===== config.mk =====
export PLATFORM = sky130hd
export DESIGN_NAME = transitive_closure_engine
export DESIGN_NICKNAME = d
export VERILOG_FILES = /design/src/tce_pkg.sv /design/src/transitive_closure_engine.sv /design/src/tce_rowmem.sv /design/src/tce_cfg.sv /design/src/tce_ctrl.sv
export SDC_FILE = /design/constraint.sdc
export NUM_CORES = 2
export LEC_CHECK = 0
export ABC_CLOCK_PERIOD_IN_PS = 13150
export BUFFER_PORTS_ARGS = -buffer_cell sky130_fd_sc_hd__clkbuf_2
export CAP_MARGIN = 10
export CORE_MARGIN = 3
export CORE_UTILIZATION = 25
export DETAILED_ROUTE_END_ITERATION = 6
export HOLD_SLACK_MARGIN = 0.1
export MAX_ROUTING_LAYER = met4
export PLACE_DENSITY = 0.44
export SLEW_MARGIN = 5
export SYNTH_ARGS = -nofsm -noshare
export SYNTH_HDL_FRONTEND = slang
export SYNTH_SLANG_ARGS = --single-unit

===== constraint.sdc =====
create_clock -name clk_i -period 13.15 [get_ports clk_i]
set_clock_uncertainty 0.15 [all_clocks]
set_input_delay 2.63 -clock clk_i [delete_from_list [all_inputs] [get_ports clk_i]]
set_output_delay 2.63 -clock clk_i [all_outputs]
set_load 0.02 [all_outputs]

===== src/tce_pkg.sv =====
// tce_pkg: shared types and constants of the transitive closure engine.
// No dependencies; imported by transitive_closure_engine, tce_cfg and tce_ctrl.
package tce_pkg;

  // operation codes
  localparam logic [1:0] OP_CLEAR = 2'd0;
  localparam logic [1:0] OP_ADD   = 2'd1;
  localparam logic [1:0] OP_CLOSE = 2'd2;
  localparam logic [1:0] OP_QUERY = 2'd3;

  // status codes
  localparam logic ST_OK   = 1'b0;
  localparam logic ST_FLAG = 1'b1;

  // configuration space
  localparam int unsigned CFG_ADDR_W     = 3;
  localparam logic        REG_NODE_COUNT = 1'b0;   // register index, paddr[2]
  localparam logic [5:0]  NODE_COUNT_RST = 6'd32;

  typedef struct packed {
    logic [1:0]  operation;
    logic [4:0]  source_node;
    logic [4:0]  target_node;
    logic [31:0] done_mask;
  } tce_req_t;

  typedef struct packed {
    logic        status;
    logic        reaches;
    logic [31:0] ancestor_mask;
    logic        all_satisfied;
    logic        cycle_found;
  } tce_rsp_t;

endpackage


===== src/transitive_closure_engine.sv =====
// transitive_closure_engine: top level of the reachability engine.
// Depends on tce_pkg, tce_cfg, tce_ctrl and tce_rowmem.
//
// Directed relation over up to MAX_NODES nodes, edges in one row memory, the
// Warshall closure in a second. A request is taken when start is high and
// busy low; its result sits on rsp_o for exactly one cycle with res_valid_o
// high and must be captured then, the engine cannot be held off. The active
// node count is node_count limited to MAX_NODES. Clear and flagged requests
// give the result the cycle after acceptance; add writes the edge row in S_ADD;
// close or query with an unchanged relation runs S_SCAN and S_SFIN (one closure
// row read per cycle for the cycle/ancestor scan); after an edge change or a
// node_count write it first rebuilds the closure (S_COPY, then S_PIV and S_ROW
// per pivot), one row OR per cycle through the single read/write port pair of
// the closure memory. A new request may be accepted in the same cycle that the
// previous result is presented. The user must write node_count through the APB
// port only while busy is low; the block itself does not enforce this.
module transitive_closure_engine import tce_pkg::*; #(
  parameter int unsigned MAX_NODES = 32
) (
  input  logic                  clk_i,
  input  logic                  rst_ni,
  // request / result
  input  logic                  start,
  input  tce_req_t              req_i,
  output logic                  busy,
  output logic                  res_valid_o,
  output tce_rsp_t              rsp_o,
  // configuration
  input  logic                  psel,
  input  logic                  penable,
  input  logic                  pwrite,
  input  logic [CFG_ADDR_W-1:0] paddr,
  input  logic [31:0]           pwdata,
  output logic [31:0]           prdata,
  output logic                  pready
);

  localparam int unsigned IW = $clog2(MAX_NODES);

  logic [5:0]           node_count;
  logic                 count_wr;
  logic                 e_clr, e_we, c_clr, c_we;
  logic [IW-1:0]        e_waddr, e_raddr, c_waddr, c_raddr;
  logic [MAX_NODES-1:0] e_wdata, e_rdata, c_wdata, c_rdata;

  tce_cfg u_cfg (
    .clk_i,
    .rst_ni,
    .psel,
    .penable,
    .pwrite,
    .paddr,
    .pwdata,
    .prdata,
    .pready,
    .node_count_o (node_count),
    .count_wr_o   (count_wr)
  );

  // sequencer: edge add, closure rebuild, result scan
  tce_ctrl #(
    .MAX_NODES (MAX_NODES)
  ) u_ctrl (
    .clk_i,
    .rst_ni,
    .start_i      (start),
    .req_i,
    .busy_o       (busy),
    .res_valid_o,
    .rsp_o,
    .node_count_i (node_count),
    .count_wr_i   (count_wr),
    .e_clr_o      (e_clr),
    .e_we_o       (e_we),
    .e_waddr_o    (e_waddr),
    .e_wdata_o    (e_wdata),
    .e_raddr_o    (e_raddr),
    .e_rdata_i    (e_rdata),
    .c_clr_o      (c_clr),
    .c_we_o       (c_we),
    .c_waddr_o    (c_waddr),
    .c_wdata_o    (c_wdata),
    .c_raddr_o    (c_raddr),
    .c_rdata_i    (c_rdata)
  );

  // edge rows: row a bit b set when a directly precedes b
  tce_rowmem #(
    .DEPTH (MAX_NODES),
    .WIDTH (MAX_NODES)
  ) u_edge_mem (
    .clk_i,
    .rst_ni,
    .clr_i   (e_clr),
    .we_i    (e_we),
    .waddr_i (e_waddr),
    .wdata_i (e_wdata),
    .raddr_i (e_raddr),
    .rdata_o (e_rdata)
  );

  // closure rows: row a bit b set when a reaches b
  tce_rowmem #(
    .DEPTH (MAX_NODES),
    .WIDTH (MAX_NODES)
  ) u_closure_mem (
    .clk_i,
    .rst_ni,
    .clr_i   (c_clr),
    .we_i    (c_we),
    .waddr_i (c_waddr),
    .wdata_i (c_wdata),
    .raddr_i (c_raddr),
    .rdata_o (c_rdata)
  );

endmodule


===== src/tce_rowmem.sv =====
// tce_rowmem: one-port-write, one-port-read row memory with registered read.
// Per-row valid bits give all-zero reset and a clear of all rows at once. No dependencies.
module tce_rowmem #(
  parameter int unsigned DEPTH = 32,
  parameter int unsigned WIDTH = 32
) (
  input  logic                     clk_i,
  input  logic                     rst_ni,
  input  logic                     clr_i,
  input  logic                     we_i,
  input  logic [$clog2(DEPTH)-1:0] waddr_i,
  input  logic [WIDTH-1:0]         wdata_i,
  input  logic [$clog2(DEPTH)-1:0] raddr_i,
  output logic [WIDTH-1:0]         rdata_o
);

  logic [WIDTH-1:0] mem_q [DEPTH];
  logic [WIDTH-1:0] rdata_q;
  logic [DEPTH-1:0] valid_q;
  logic             rvalid_q;
  logic             fwd;

  // write-first: a read of the row being written sees the new data
  assign fwd = we_i && (waddr_i == raddr_i);

  always_ff @(posedge clk_i) begin
    if (we_i) begin
      mem_q[waddr_i] <= wdata_i;
    end
    if (fwd) begin
      rdata_q <= wdata_i;
    end else begin
      rdata_q <= mem_q[raddr_i];
    end
  end

  always_ff @(posedge clk_i or negedge rst_ni) begin
    if (!rst_ni) begin
      valid_q  <= '0;
      rvalid_q <= 1'b0;
    end else begin
      rvalid_q <= fwd ? 1'b1 : valid_q[raddr_i];
      if (clr_i) begin
        valid_q <= '0;
      end else if (we_i) begin
        valid_q[waddr_i] <= 1'b1;
      end
    end
  end

  assign rdata_o = rvalid_q ? rdata_q : '0;

endmodule


===== src/tce_cfg.sv =====
// tce_cfg: APB register slave holding node_count.
// Depends on tce_pkg.
module tce_cfg import tce_pkg::*; (
  input  logic                  clk_i,
  input  logic                  rst_ni,
  input  logic                  psel,
  input  logic                  penable,
  input  logic                  pwrite,
  input  logic [CFG_ADDR_W-1:0] paddr,
  input  logic [31:0]           pwdata,
  output logic [31:0]           prdata,
  output logic                  pready,
  output logic [5:0]            node_count_o,
  output logic                  count_wr_o
);

  logic [5:0] node_count_q, node_count_d;
  logic       hit;

  assign pready     = 1'b1;
  assign hit        = (paddr[2] == REG_NODE_COUNT);
  assign count_wr_o = psel && penable && pwrite && hit;

  always_comb begin
    node_count_d = node_count_q;
    if (count_wr_o) begin
      node_count_d = pwdata[5:0];
    end
  end

  always_ff @(posedge clk_i or negedge rst_ni) begin
    if (!rst_ni) begin
      node_count_q <= NODE_COUNT_RST;
    end else begin
      node_count_q <= node_count_d;
    end
  end

  assign prdata       = hit ? {26'd0, node_count_q} : 32'd0;
  assign node_count_o = node_count_q;

endmodule


===== src/tce_ctrl.sv =====
// tce_ctrl: request sequencer; edge update, Warshall row sweep and result scan.
// Depends on tce_pkg; drives the edge and closure row memories.
module tce_ctrl import tce_pkg::*; #(
  parameter int unsigned MAX_NODES = 32
) (
  input  logic                         clk_i,
  input  logic                         rst_ni,
  input  logic                         start_i,
  input  tce_req_t                     req_i,
  output logic                         busy_o,
  output logic                         res_valid_o,
  output tce_rsp_t                     rsp_o,
  input  logic [5:0]                   node_count_i,
  input  logic                         count_wr_i,
  // edge memory
  output logic                         e_clr_o,
  output logic                         e_we_o,
  output logic [$clog2(MAX_NODES)-1:0] e_waddr_o,
  output logic [MAX_NODES-1:0]         e_wdata_o,
  output logic [$clog2(MAX_NODES)-1:0] e_raddr_o,
  input  logic [MAX_NODES-1:0]         e_rdata_i,
  // closure memory
  output logic                         c_clr_o,
  output logic                         c_we_o,
  output logic [$clog2(MAX_NODES)-1:0] c_waddr_o,
  output logic [MAX_NODES-1:0]         c_wdata_o,
  output logic [$clog2(MAX_NODES)-1:0] c_raddr_o,
  input  logic [MAX_NODES-1:0]         c_rdata_i
);

  localparam int unsigned W  = MAX_NODES;
  localparam int unsigned IW = $clog2(MAX_NODES);
  localparam int unsigned NW = 7;

  localparam logic [2:0] S_IDLE = 3'd0;
  localparam logic [2:0] S_ADD  = 3'd1;
  localparam logic [2:0] S_COPY = 3'd2;
  localparam logic [2:0] S_PIV  = 3'd3;
  localparam logic [2:0] S_ROW  = 3'd4;
  localparam logic [2:0] S_SCAN = 3'd5;
  localparam logic [2:0] S_SFIN = 3'd6;

  logic [2:0]    state_q, state_d;
  logic          stale_q, stale_d;
  logic          rvalid_q, rvalid_d;
  tce_rsp_t      rsp_q, rsp_d;
  tce_req_t      req_q, req_d;
  logic [IW-1:0] i_q, i_d, k_q, k_d;
  logic          wb_v_q, wb_v_d, wb_copy_q, wb_copy_d;
  logic [IW-1:0] wb_a_q, wb_a_d, wb_k_q, wb_k_d;
  logic          sc_v_q, sc_v_d;
  logic [IW-1:0] sc_a_q, sc_a_d;
  logic [W-1:0]  pivot_q, pivot_d;
  logic [W-1:0]  anc_q, anc_d;
  logic          cyc_q, cyc_d;

  logic [NW-1:0] n_w;
  logic [IW-1:0] last_w;
  logic [W-1:0]  act_mask;
  logic          accept, in_range;
  logic [IW-1:0] src_ix, dst_ix;
  logic [W+31:0] anc_ext, done_ext;

  // active count, limited to the array depth
  assign n_w = ({1'b0, node_count_i} > NW'(MAX_NODES)) ? NW'(MAX_NODES)
                                                       : {1'b0, node_count_i};
  assign last_w = IW'(n_w - NW'(1));

  always_comb begin
    for (int j = 0; j < W; j++) begin
      act_mask[j] = (NW'(j) < n_w);
    end
  end

  assign accept   = start_i && (state_q == S_IDLE);
  assign in_range = ({2'b00, req_i.source_node} < n_w)
                 && ({2'b00, req_i.target_node} < n_w);
  assign src_ix   = IW'(req_q.source_node);
  assign dst_ix   = IW'(req_q.target_node);

  // scan accumulator: one closure row per cycle
  always_comb begin
    anc_d = anc_q;
    cyc_d = cyc_q;
    if (state_q == S_IDLE) begin
      anc_d = '0;
      cyc_d = 1'b0;
    end else if (sc_v_q) begin
      anc_d[sc_a_q] = c_rdata_i[dst_ix];
      cyc_d         = cyc_q | c_rdata_i[sc_a_q];
    end
  end

  assign anc_ext  = {32'd0, anc_d};
  assign done_ext = {{W{1'b0}}, req_q.done_mask};

  // closure write-back stage
  always_comb begin
    c_we_o    = wb_v_q;
    c_waddr_o = wb_a_q;
    if (wb_copy_q) begin
      c_wdata_o = e_rdata_i & act_mask;
    end else if (c_rdata_i[wb_k_q]) begin
      c_wdata_o = c_rdata_i | pivot_q;
    end else begin
      c_wdata_o = c_rdata_i;
    end
  end

  always_comb begin
    state_d   = state_q;
    stale_d   = stale_q;
    rvalid_d  = 1'b0;
    rsp_d     = rsp_q;
    req_d     = req_q;
    i_d       = i_q;
    k_d       = k_q;
    wb_v_d    = 1'b0;
    wb_copy_d = wb_copy_q;
    wb_a_d    = wb_a_q;
    wb_k_d    = wb_k_q;
    sc_v_d    = 1'b0;
    sc_a_d    = sc_a_q;
    pivot_d   = pivot_q;
    e_clr_o   = 1'b0;
    c_clr_o   = 1'b0;
    e_we_o    = 1'b0;
    e_waddr_o = src_ix;
    e_wdata_o = e_rdata_i | (W'(1) << dst_ix);
    e_raddr_o = i_q;
    c_raddr_o = i_q;

    if (count_wr_i) begin
      stale_d = 1'b1;
    end

    unique case (state_q)
      S_IDLE: begin
        rsp_d = '0;
        i_d   = '0;
        k_d   = '0;
        if (accept) begin
          req_d = req_i;
          unique case (req_i.operation)
            OP_CLEAR: begin
              e_clr_o  = 1'b1;
              c_clr_o  = 1'b1;
              stale_d  = 1'b0;
              rvalid_d = 1'b1;
            end
            OP_ADD: begin
              if (!in_range) begin
                rsp_d.status = ST_FLAG;
                rvalid_d     = 1'b1;
              end else begin
                e_raddr_o = IW'(req_i.source_node);
                state_d   = S_ADD;
              end
            end
            OP_CLOSE: begin
              if (n_w == '0) begin
                stale_d  = 1'b0;
                rvalid_d = 1'b1;
              end else if (stale_q) begin
                state_d = S_COPY;
              end else begin
                state_d = S_SCAN;
              end
            end
            OP_QUERY: begin
              if (!in_range) begin
                rsp_d.status = ST_FLAG;
                rvalid_d     = 1'b1;
              end else if (stale_q) begin
                state_d = S_COPY;
              end else begin
                state_d = S_SCAN;
              end
            end
            default: ;
          endcase
        end
      end

      S_ADD: begin
        e_we_o   = 1'b1;
        stale_d  = 1'b1;
        rvalid_d = 1'b1;
        state_d  = S_IDLE;
      end

      // masked copy of the edge rows into the closure memory
      S_COPY: begin
        wb_v_d    = 1'b1;
        wb_copy_d = 1'b1;
        wb_a_d    = i_q;
        if (i_q == last_w) begin
          i_d     = '0;
          k_d     = '0;
          state_d = S_PIV;
        end else begin
          i_d = i_q + IW'(1);
        end
      end

      S_PIV: begin
        c_raddr_o = k_q;
        i_d       = '0;
        state_d   = S_ROW;
      end

      // one row OR per cycle; pivot row arrives in the first cycle
      S_ROW: begin
        if (i_q == '0) begin
          pivot_d = c_rdata_i;
        end
        wb_v_d    = 1'b1;
        wb_copy_d = 1'b0;
        wb_a_d    = i_q;
        wb_k_d    = k_q;
        if (i_q == last_w) begin
          i_d = '0;
          if (k_q == last_w) begin
            stale_d = 1'b0;
            state_d = S_SCAN;
          end else begin
            k_d     = k_q + IW'(1);
            state_d = S_PIV;
          end
        end else begin
          i_d = i_q + IW'(1);
        end
      end

      S_SCAN: begin
        sc_v_d = 1'b1;
        sc_a_d = i_q;
        if (i_q == last_w) begin
          state_d = S_SFIN;
        end else begin
          i_d = i_q + IW'(1);
        end
      end

      S_SFIN: begin
        rsp_d             = '0;
        rsp_d.cycle_found = cyc_d;
        if (req_q.operation == OP_QUERY) begin
          rsp_d.reaches       = anc_d[src_ix];
          rsp_d.ancestor_mask = anc_ext[31:0];
          rsp_d.all_satisfied = ((anc_ext & ~done_ext) == '0);
        end
        rvalid_d = 1'b1;
        state_d  = S_IDLE;
      end

      default: state_d = S_IDLE;
    endcase
  end

  always_ff @(posedge clk_i or negedge rst_ni) begin
    if (!rst_ni) begin
      state_q  <= S_IDLE;
      stale_q  <= 1'b0;
      rvalid_q <= 1'b0;
      wb_v_q   <= 1'b0;
      sc_v_q   <= 1'b0;
      i_q      <= '0;
      k_q      <= '0;
    end else begin
      state_q  <= state_d;
      stale_q  <= stale_d;
      rvalid_q <= rvalid_d;
      wb_v_q   <= wb_v_d;
      sc_v_q   <= sc_v_d;
      i_q      <= i_d;
      k_q      <= k_d;
    end
  end

  always_ff @(posedge clk_i) begin
    rsp_q     <= rsp_d;
    req_q     <= req_d;
    wb_copy_q <= wb_copy_d;
    wb_a_q    <= wb_a_d;
    wb_k_q    <= wb_k_d;
    sc_a_q    <= sc_a_d;
    pivot_q   <= pivot_d;
    anc_q     <= anc_d;
    cyc_q     <= cyc_d;
  end

  assign busy_o      = (state_q != S_IDLE);
  assign res_valid_o = rvalid_q;
  assign rsp_o       = rsp_q;

endmodule

Yosys cells after proc, flatten, opt, wreduce, memory -nomap -nowiden
Memories as Yosys holds them, arrays and structs flattened. A register that Yosys moved wholly into a read port is not among the register bits.
Index checks and enable logic that the tools add are counted.
{"block": "op_classes", "addsub": 3, "order_cmp": 45, "n_eq_ne": 24, "shift": 1, "mux": 85, "bitwise_logic": 9, "n_reduce_logical": 31}
{"op": "2-to-1 mux 32 bit", "n": 10}
{"op": "OR 32 bit", "n": 4}
{"op": "< comparator 5 x 6 -> 1 bit, first input constant", "n": 16}
{"op": "case mux 36 bit (2 select lines)", "n": 1}
{"op": "AND 32 x 64 -> 64 bit", "n": 1}
{"op": "logical NOT 64 bit", "n": 1}
{"op": "inverter 32 -> 64 bit", "n": 1}
{"op": "2-to-1 mux 5 bit", "n": 10}
{"op": "< comparator 4 x 6 -> 1 bit, first input constant", "n": 8}
{"op": "< comparator 5 x 6 -> 1 bit, second input constant", "n": 7}
{"op": "2-to-1 mux 34 bit", "n": 1}
{"op": "2-to-1 mux 1 bit", "n": 33}
{"op": "AND 32 bit", "n": 1}
{"op": "bitwise mux 32 bit", "n": 1}
{"op": "left shift 1 x 5 -> 32 bit, first input constant", "n": 1}
{"op": "binary-select mux 1 bit (select 5 bit)", "n": 6}
{"op": "case mux 5 bit (3 select lines)", "n": 2}
{"op": "2-to-1 mux 3 bit", "n": 9}
{"op": "< comparator 3 x 6 -> 1 bit, first input constant", "n": 4}
{"op": "equality test 5 bit", "n": 4}
{"op": "demux 1 bit (select 5 bit)", "n": 3}
{"op": ">= comparator 5 x 1 -> 1 bit, second input constant", "n": 3}
{"op": "case mux 3 bit (5 select lines)", "n": 1}
{"op": "< comparator 1 x 6 -> 1 bit, first input constant", "n": 2}
{"op": "32 further kinds", "n": 68}
{"block": "totals", "ff_bits": 250, "mem_bits_rw": 2048, "inputBits": 85, "out_inout_bits": 71, "wordCells": 228, "mem_count": 2}
{"memory": "u_closure_mem.mem_q", "words": 32, "width": 32, "read_ports": 1, "rd_ports_with_merged_regs": 1, "wr": 1, "line_no": "tce_rowmem.sv:17", "source": "logic [WIDTH-1:0] mem_q [DEPTH];"}
{"memory": "u_edge_mem.mem_q", "words": 32, "width": 32, "read_ports": 1, "rd_ports_with_merged_regs": 1, "wr": 1, "line_no": "tce_rowmem.sv:17"}

Longest topological paths before layout
{"block": "logic_depth", "ltp_word": 11, "depth_mapped": 22, "depth_no_buf": 16}

Hierarchy
Synthesis repeated with hierarchy kept, for this count alone.
{"block": "unflattened", "cells_unflattened": 4812, "hier_area_um2": 92293.5}
{"mod": "tce_rowmem (u_closure_mem)", "n_inst": 1, "cells_per_inst": 1914, "area_per_inst_um2": 41273.3, "seq_area_each_um2": 31675.4}
{"mod": "tce_rowmem (u_edge_mem)", "n_inst": 1, "cells_per_inst": 1942, "area_per_inst_um2": 40910.5, "seq_area_each_um2": 31675.4}
{"mod": "tce_ctrl", "n_inst": 1, "cells_per_inst": 907, "area_per_inst_um2": 9600.5, "seq_area_each_um2": 4929.7}
{"mod": "tce_cfg", "n_inst": 1, "cells_per_inst": 49, "area_per_inst_um2": 509.2, "seq_area_each_um2": 151.4}

Least setup slack after synthesis
OpenSTA, ideal clock, no wires.
{"block": "synth_path", "path_kind": "input port to flip-flop", "startpoint": "input port start", "endpoint": "register u_edge_mem.rvalid_q", "setup_time_ns": 0.095, "arrival_time_ns": 5.952, "required_time_ns": 12.905, "slack_ns": 6.952, "cell_stages": 12, "n_path_buf": 1, "path_cell_list": "nand2_1 inv_1 nand2_1 a211oi_2 mux2i_1 buf_1 mux2i_1 a221oi_1 a311oi_1 a31o_2 a211o_1 o31ai_1"}
{"block": "synth_between", "elab_chain_len": 6, "word_cells_on_any_way": 8, "classes_between": "1 x eq/ne; 5 x mux; 2 x reduce/logical"}
{"item": "start, declared", "line_no": "transitive_closure_engine.sv:23", "source": "input logic start,"}
{"item": "logical AND 1 bit *", "line_no": "tce_ctrl.sv:75", "source": "assign accept = start_i && (state_q == S_IDLE);"}
{"item": "2-to-1 mux 5 bit *", "line_no": "tce_ctrl.sv:142", "source": "if (accept) begin"}
{"item": "2-to-1 mux 5 bit *", "line_no": "tce_ctrl.sv:137", "source": "unique case (state_q)"}
{"item": "binary-select mux 1 bit (select 5 bit) or equality test 5 bit (tied branches)", "line_no": "tce_rowmem.sv:42, tce_rowmem.sv:24"}
{"item": "2-to-1 mux 1 bit (not written as such) or logical AND 1 bit (tied branches)", "line_no": "tce_rowmem.sv:42, tce_rowmem.sv:24"}
{"item": "2-to-1 mux 1 bit *", "line_no": "tce_rowmem.sv:42", "source": "rvalid_q <= fwd ? 1'b1 : valid_q[raddr_i];"}
{"item": "end signal, assigned", "line_no": "tce_rowmem.sv:42"}
{"item": "end, declared", "line_no": "tce_rowmem.sv:20", "source": "logic rvalid_q;"}
Mark *: on every way between the ends. The rest lies on a longest branch, timed or not. The select of a mux whose other input is x is not followed.
A chain may end at the register's enable or synchronous reset.

==> flow_metrics.py <==
metrics = {
    "critical_path": {
        "worstPathArrival_ps": 7140,
        "max_stage_delay_ps": 920,
        "start_kind": "flip-flop",
        "path_cells": "buf_4 -> buf_4 -> inv_4 -> buf_4 -> buf_4 -> a21oi_1 -> a31oi_1 -> a221oi_2 -> mux4_2 -> mux4_2 -> mux2_4 -> a21oi_1 -> o22ai_2",
        "crit_top_cell": "buf_4",
        "critical-path-slowest-cell": "a221oi_2",
        "critPathRequiredTime_ps": 13500,
        "reg2reg_depth": 13,
        "cp_max_fo": 39,
        "cp-end-kind": "flip-flop",
        "worstSetupEndpoint": "u_closure_mem.mem_q[24][26]",
        "crit_type": "flip-flop to flip-flop",
        "reg2reg_to": "u_closure_mem.mem_q[24][26]",
        "rrSetupSlack_ps": 6360,
    },
    "global_routing": {
        "use_met3": 0.0184,
        "busiest_layer": "met2",
        "met1_usage": 0.202,
        "grt_pass1_wl_um": 389000,
        "antenna_found_initial": 16,
        "grt-ovfl-total": 0,
        "grt_pass1_vias": 48700,
        "met2_usage": 0.241,
        "track_usage": 0.150,
        "grt_start_max_net_pins": 101,
    },
    "yosys": {
        "synth-simple-area-share": 0.0335,
        "synthAdderAreaFrac": 0.00176,
        "syn_inst": 4799,
        "synth_xor_xnor_area_share": 0.00275,
        "syn_area_per_cell_um2": 19.2,
        "ys_warn_count": 0,
        "ys_seq_area_frac": 0.742,
        "synth_compound_area_frac": 0.0420,
        "synth_ff_type": "edfxtp_1",
        "muxShareOfSynthArea": 0.158,
        "synth_edf_count": 2176,
        "syn-cell-area_mm2": 0.0923,
        "synth_top_family_by_area": "multiplexers",
        "synth.distinct_cells": 90,
        "ys_ff_latch": 2308,
        "async_reset_ff_frac": 0.0386,
    },
    "final_layout": {
        "utilization": 0.291,
        "final_cell_mix": "2176 x edfxtp_1, 488 x mux4_2, 277 x nand2_1",
        "drive_gt1_frac": 0.249,
        "areaGrowthSynthToFinish_pct": 15.5,
        "nFillCells": 36100,
        "nets": 5132,
        "layout_commonest_cell": "edfxtp_1",
    },
    "detailed_routing": {
        "wl_um": 281000,
        "drt_iter0_markers": 4929,
        "dr.pass1.iters": 6,
        "vias_per_cell": 4.80,
        "wl_per_cell_um": 27.9,
        "antenna_left": 0,
        "drc": 0,
        "via_count": 48200,
    },
    "power_and_ir_drop": {
        "p_leak_nw": 34.2,
        "powerDensity_mw_per_mm2": 224,
        "peakVddDrop_uv": 165,
    },
    "timing": {
        "worstMarginPinSlew_ps": 1290,
        "fmax_mhz": 147,
        "min_period_over_period": 0.517,
        "hold_viol": 0,
        "period_minus_slack_ps": 6790,
        "timing.slew.headroom": 0.143,
        "setup_viol": 0,
        "drv_slew": 0,
        "finalSetupTns_ps": 0,
        "rsz0062_at_grt": "no",
    },
    "run_status": {
        "status": "finished clean",
    },
    "die": {
        "core.rowCount": 222,
        "die_width_um": 614,
        "fp.dieH_um": 614,
        "dieArea_mm2": 0.376,
        "core_mm2": 0.367,
        "start_util": 0.252,
        "num_io_pins": 156,
    },
    "worst_hold_path": {
        "min_path_type": "flip-flop to flip-flop",
    },
    "cts": {
        "cts_hold_buf": 0,
        "insertion_delay_ps": 910,
        "ctsRootBufferMaster": "clkbuf_16",
        "cts_resized": 0,
        "clock_path_buffers": 4,
        "path_clk_slew_ps": 60,
        "cts_setup_buffers": 0,
        "cts_max_level": 4,
        "cts_buffers": 236,
        "cts_num_sinks": 2308,
        "cts_tree": "yes",
    },
    "placed_design": {
        "hpwl_um": 153000,
        "gp_congestion": 0.843,
        "port-buffer-count": 100,
    },
    "flow_run": {
        "drv_cap": 0,
    },
}
-- routing by layer --
metal / part of all wire / vias up
li1: - / 20000
met1: 0.44 / 26400
met2: 0.49 / 1390
met3: 0.046 / 411
met4: 0.024 / 0
met5: 0 / -
-- state kept, by name, summed over array words and instances (netlist names), 6 cells and up, named ones only --
name / cells
u_edge_mem.mem_q: 1024
u_cfg.node_count_o: 6
u_ctrl.anc_q: 32
u_edge_mem.valid_q: 32
u_ctrl.pivot_q: 32
u_closure_mem.mem_q: 1024
u_closure_mem.valid_q: 32
u_ctrl.rsp_o: 36
u_ctrl.done_ext: 32
-- critical path, delay by kind of cell, from the launching register on --
family,cells,cell delay [ps]
multiplexers,3,1240
AO/OA/AOI/OAI,5,2390
buffers and inverters,5,2170
flip-flops,1,310
-- cells by family (layout without fill, tap and decap cells) --
logic type      count (synthesis)  in the layout
compound gates                584            584
xor+xnor                       29             29
fa+ha+maj                      13             13
buf+inv                       357            747
flops                        2308           2308
mux                           816            816
other cells                     2             36
simple gates                  690            690
-- layout make-up --
| cell class | instances | area, um2 | share of cell area |
|---|---|---|---|
| clock inverter | 96 | 606 | 0.00568 |
| sequential | 2308 | 68500 | 0.642 |
| tap | 4816 | 6030 | 0.0565 |
| multi-input combinational | 2159 | 22900 | 0.215 |
| clock buffer | 322 | 6350 | 0.0596 |
| antenna | 9 | 22.5 | 0.000211 |
| inverter | 55 | 209 | 0.00196 |
| timing repair buffer | 274 | 1980 | 0.0186 |
-- cell usage after synthesis (12+ instances only) --
cell         n  area (um2)
o21ai_0    119         596
mux2_2      61         687
buf_2       27         135
dfxtp_1     43         861
o21a_1      65         488
nand2b_1    14        87.6
xnor2_1     14         123
o22ai_1     30         188
dfrtp_1     88        2200
a21oi_1    126         631
a22o_1      18         158
a221oi_1    13         114
buf_1       50         188
inv_1       48         180
nor3_1      21         105
nand4_1     12        75.1
ha_1        13         163
mux2i_1    253        2530
a31oi_1     32         200
clkbuf_1   137         514
edfxtp_1  2176       65300
and3_1      18         113
o211ai_1    13        97.6
a22oi_1     60         450
and2_1      12        75.1
nor2_1     200         751
mux4_2     488       11000
xor2_1      15         131
nor2b_1     16         100
nand3_1     57         285
buf_6       33         372
buf_4       48         360
mux4_1      13         342
nand2_1    277        1040
-- worst min path at each step --
| stage | startpoint | to | slack (ps) | cells past startpoint |
|---|---|---|---|---|
| 2_1_floorplan | u_ctrl.cyc_q | u_ctrl.cyc_q | 270 | 2 |
| 3_3_place_gp | u_ctrl.cyc_q | u_ctrl.cyc_q | 300 | 2 |
| 3_5_place_dp | u_ctrl.cyc_q | u_ctrl.cyc_q | 320 | 2 |
| 4_1_cts | u_ctrl.cyc_q | u_ctrl.cyc_q | 330 | 2 |
| 5_1_grt | u_ctrl.cyc_q | u_ctrl.cyc_q | 360 | 2 |
| 6_report | u_ctrl.cyc_q | u_ctrl.cyc_q | 330 | 2 |
-- report_power, final --
part	leakage, nW	switching, mW	total, mW	internal [mW]
combinational	9.31	4.80	7.57	2.78
clock	3.38	2.80	6.26	3.47
sequential	21.5	0.351	10.0	9.69
total	34.2	7.94	23.9	15.9
-- through the flow --
step | total power [mW] | setup slack, ps | instances | cell area [um2] | hold WS (ps)
after floorplan | 14.9 | 6950 | 4824 | 92400 | 274
after CTS | 24.1 | 6210 | 10000 | 106000 | 330
after global routing | 24.9 | 6090 | 10000 | 107000 | 355
final | 23.9 | 6360 | 10000 | 107000 | 334
after global placement | 17.7 | 6310 | 9596 | 99300 | 304
after detailed placement | 17.8 | 6250 | 9596 | 99300 | 316
Note: power is estimated with default switching activity, not from simulation.
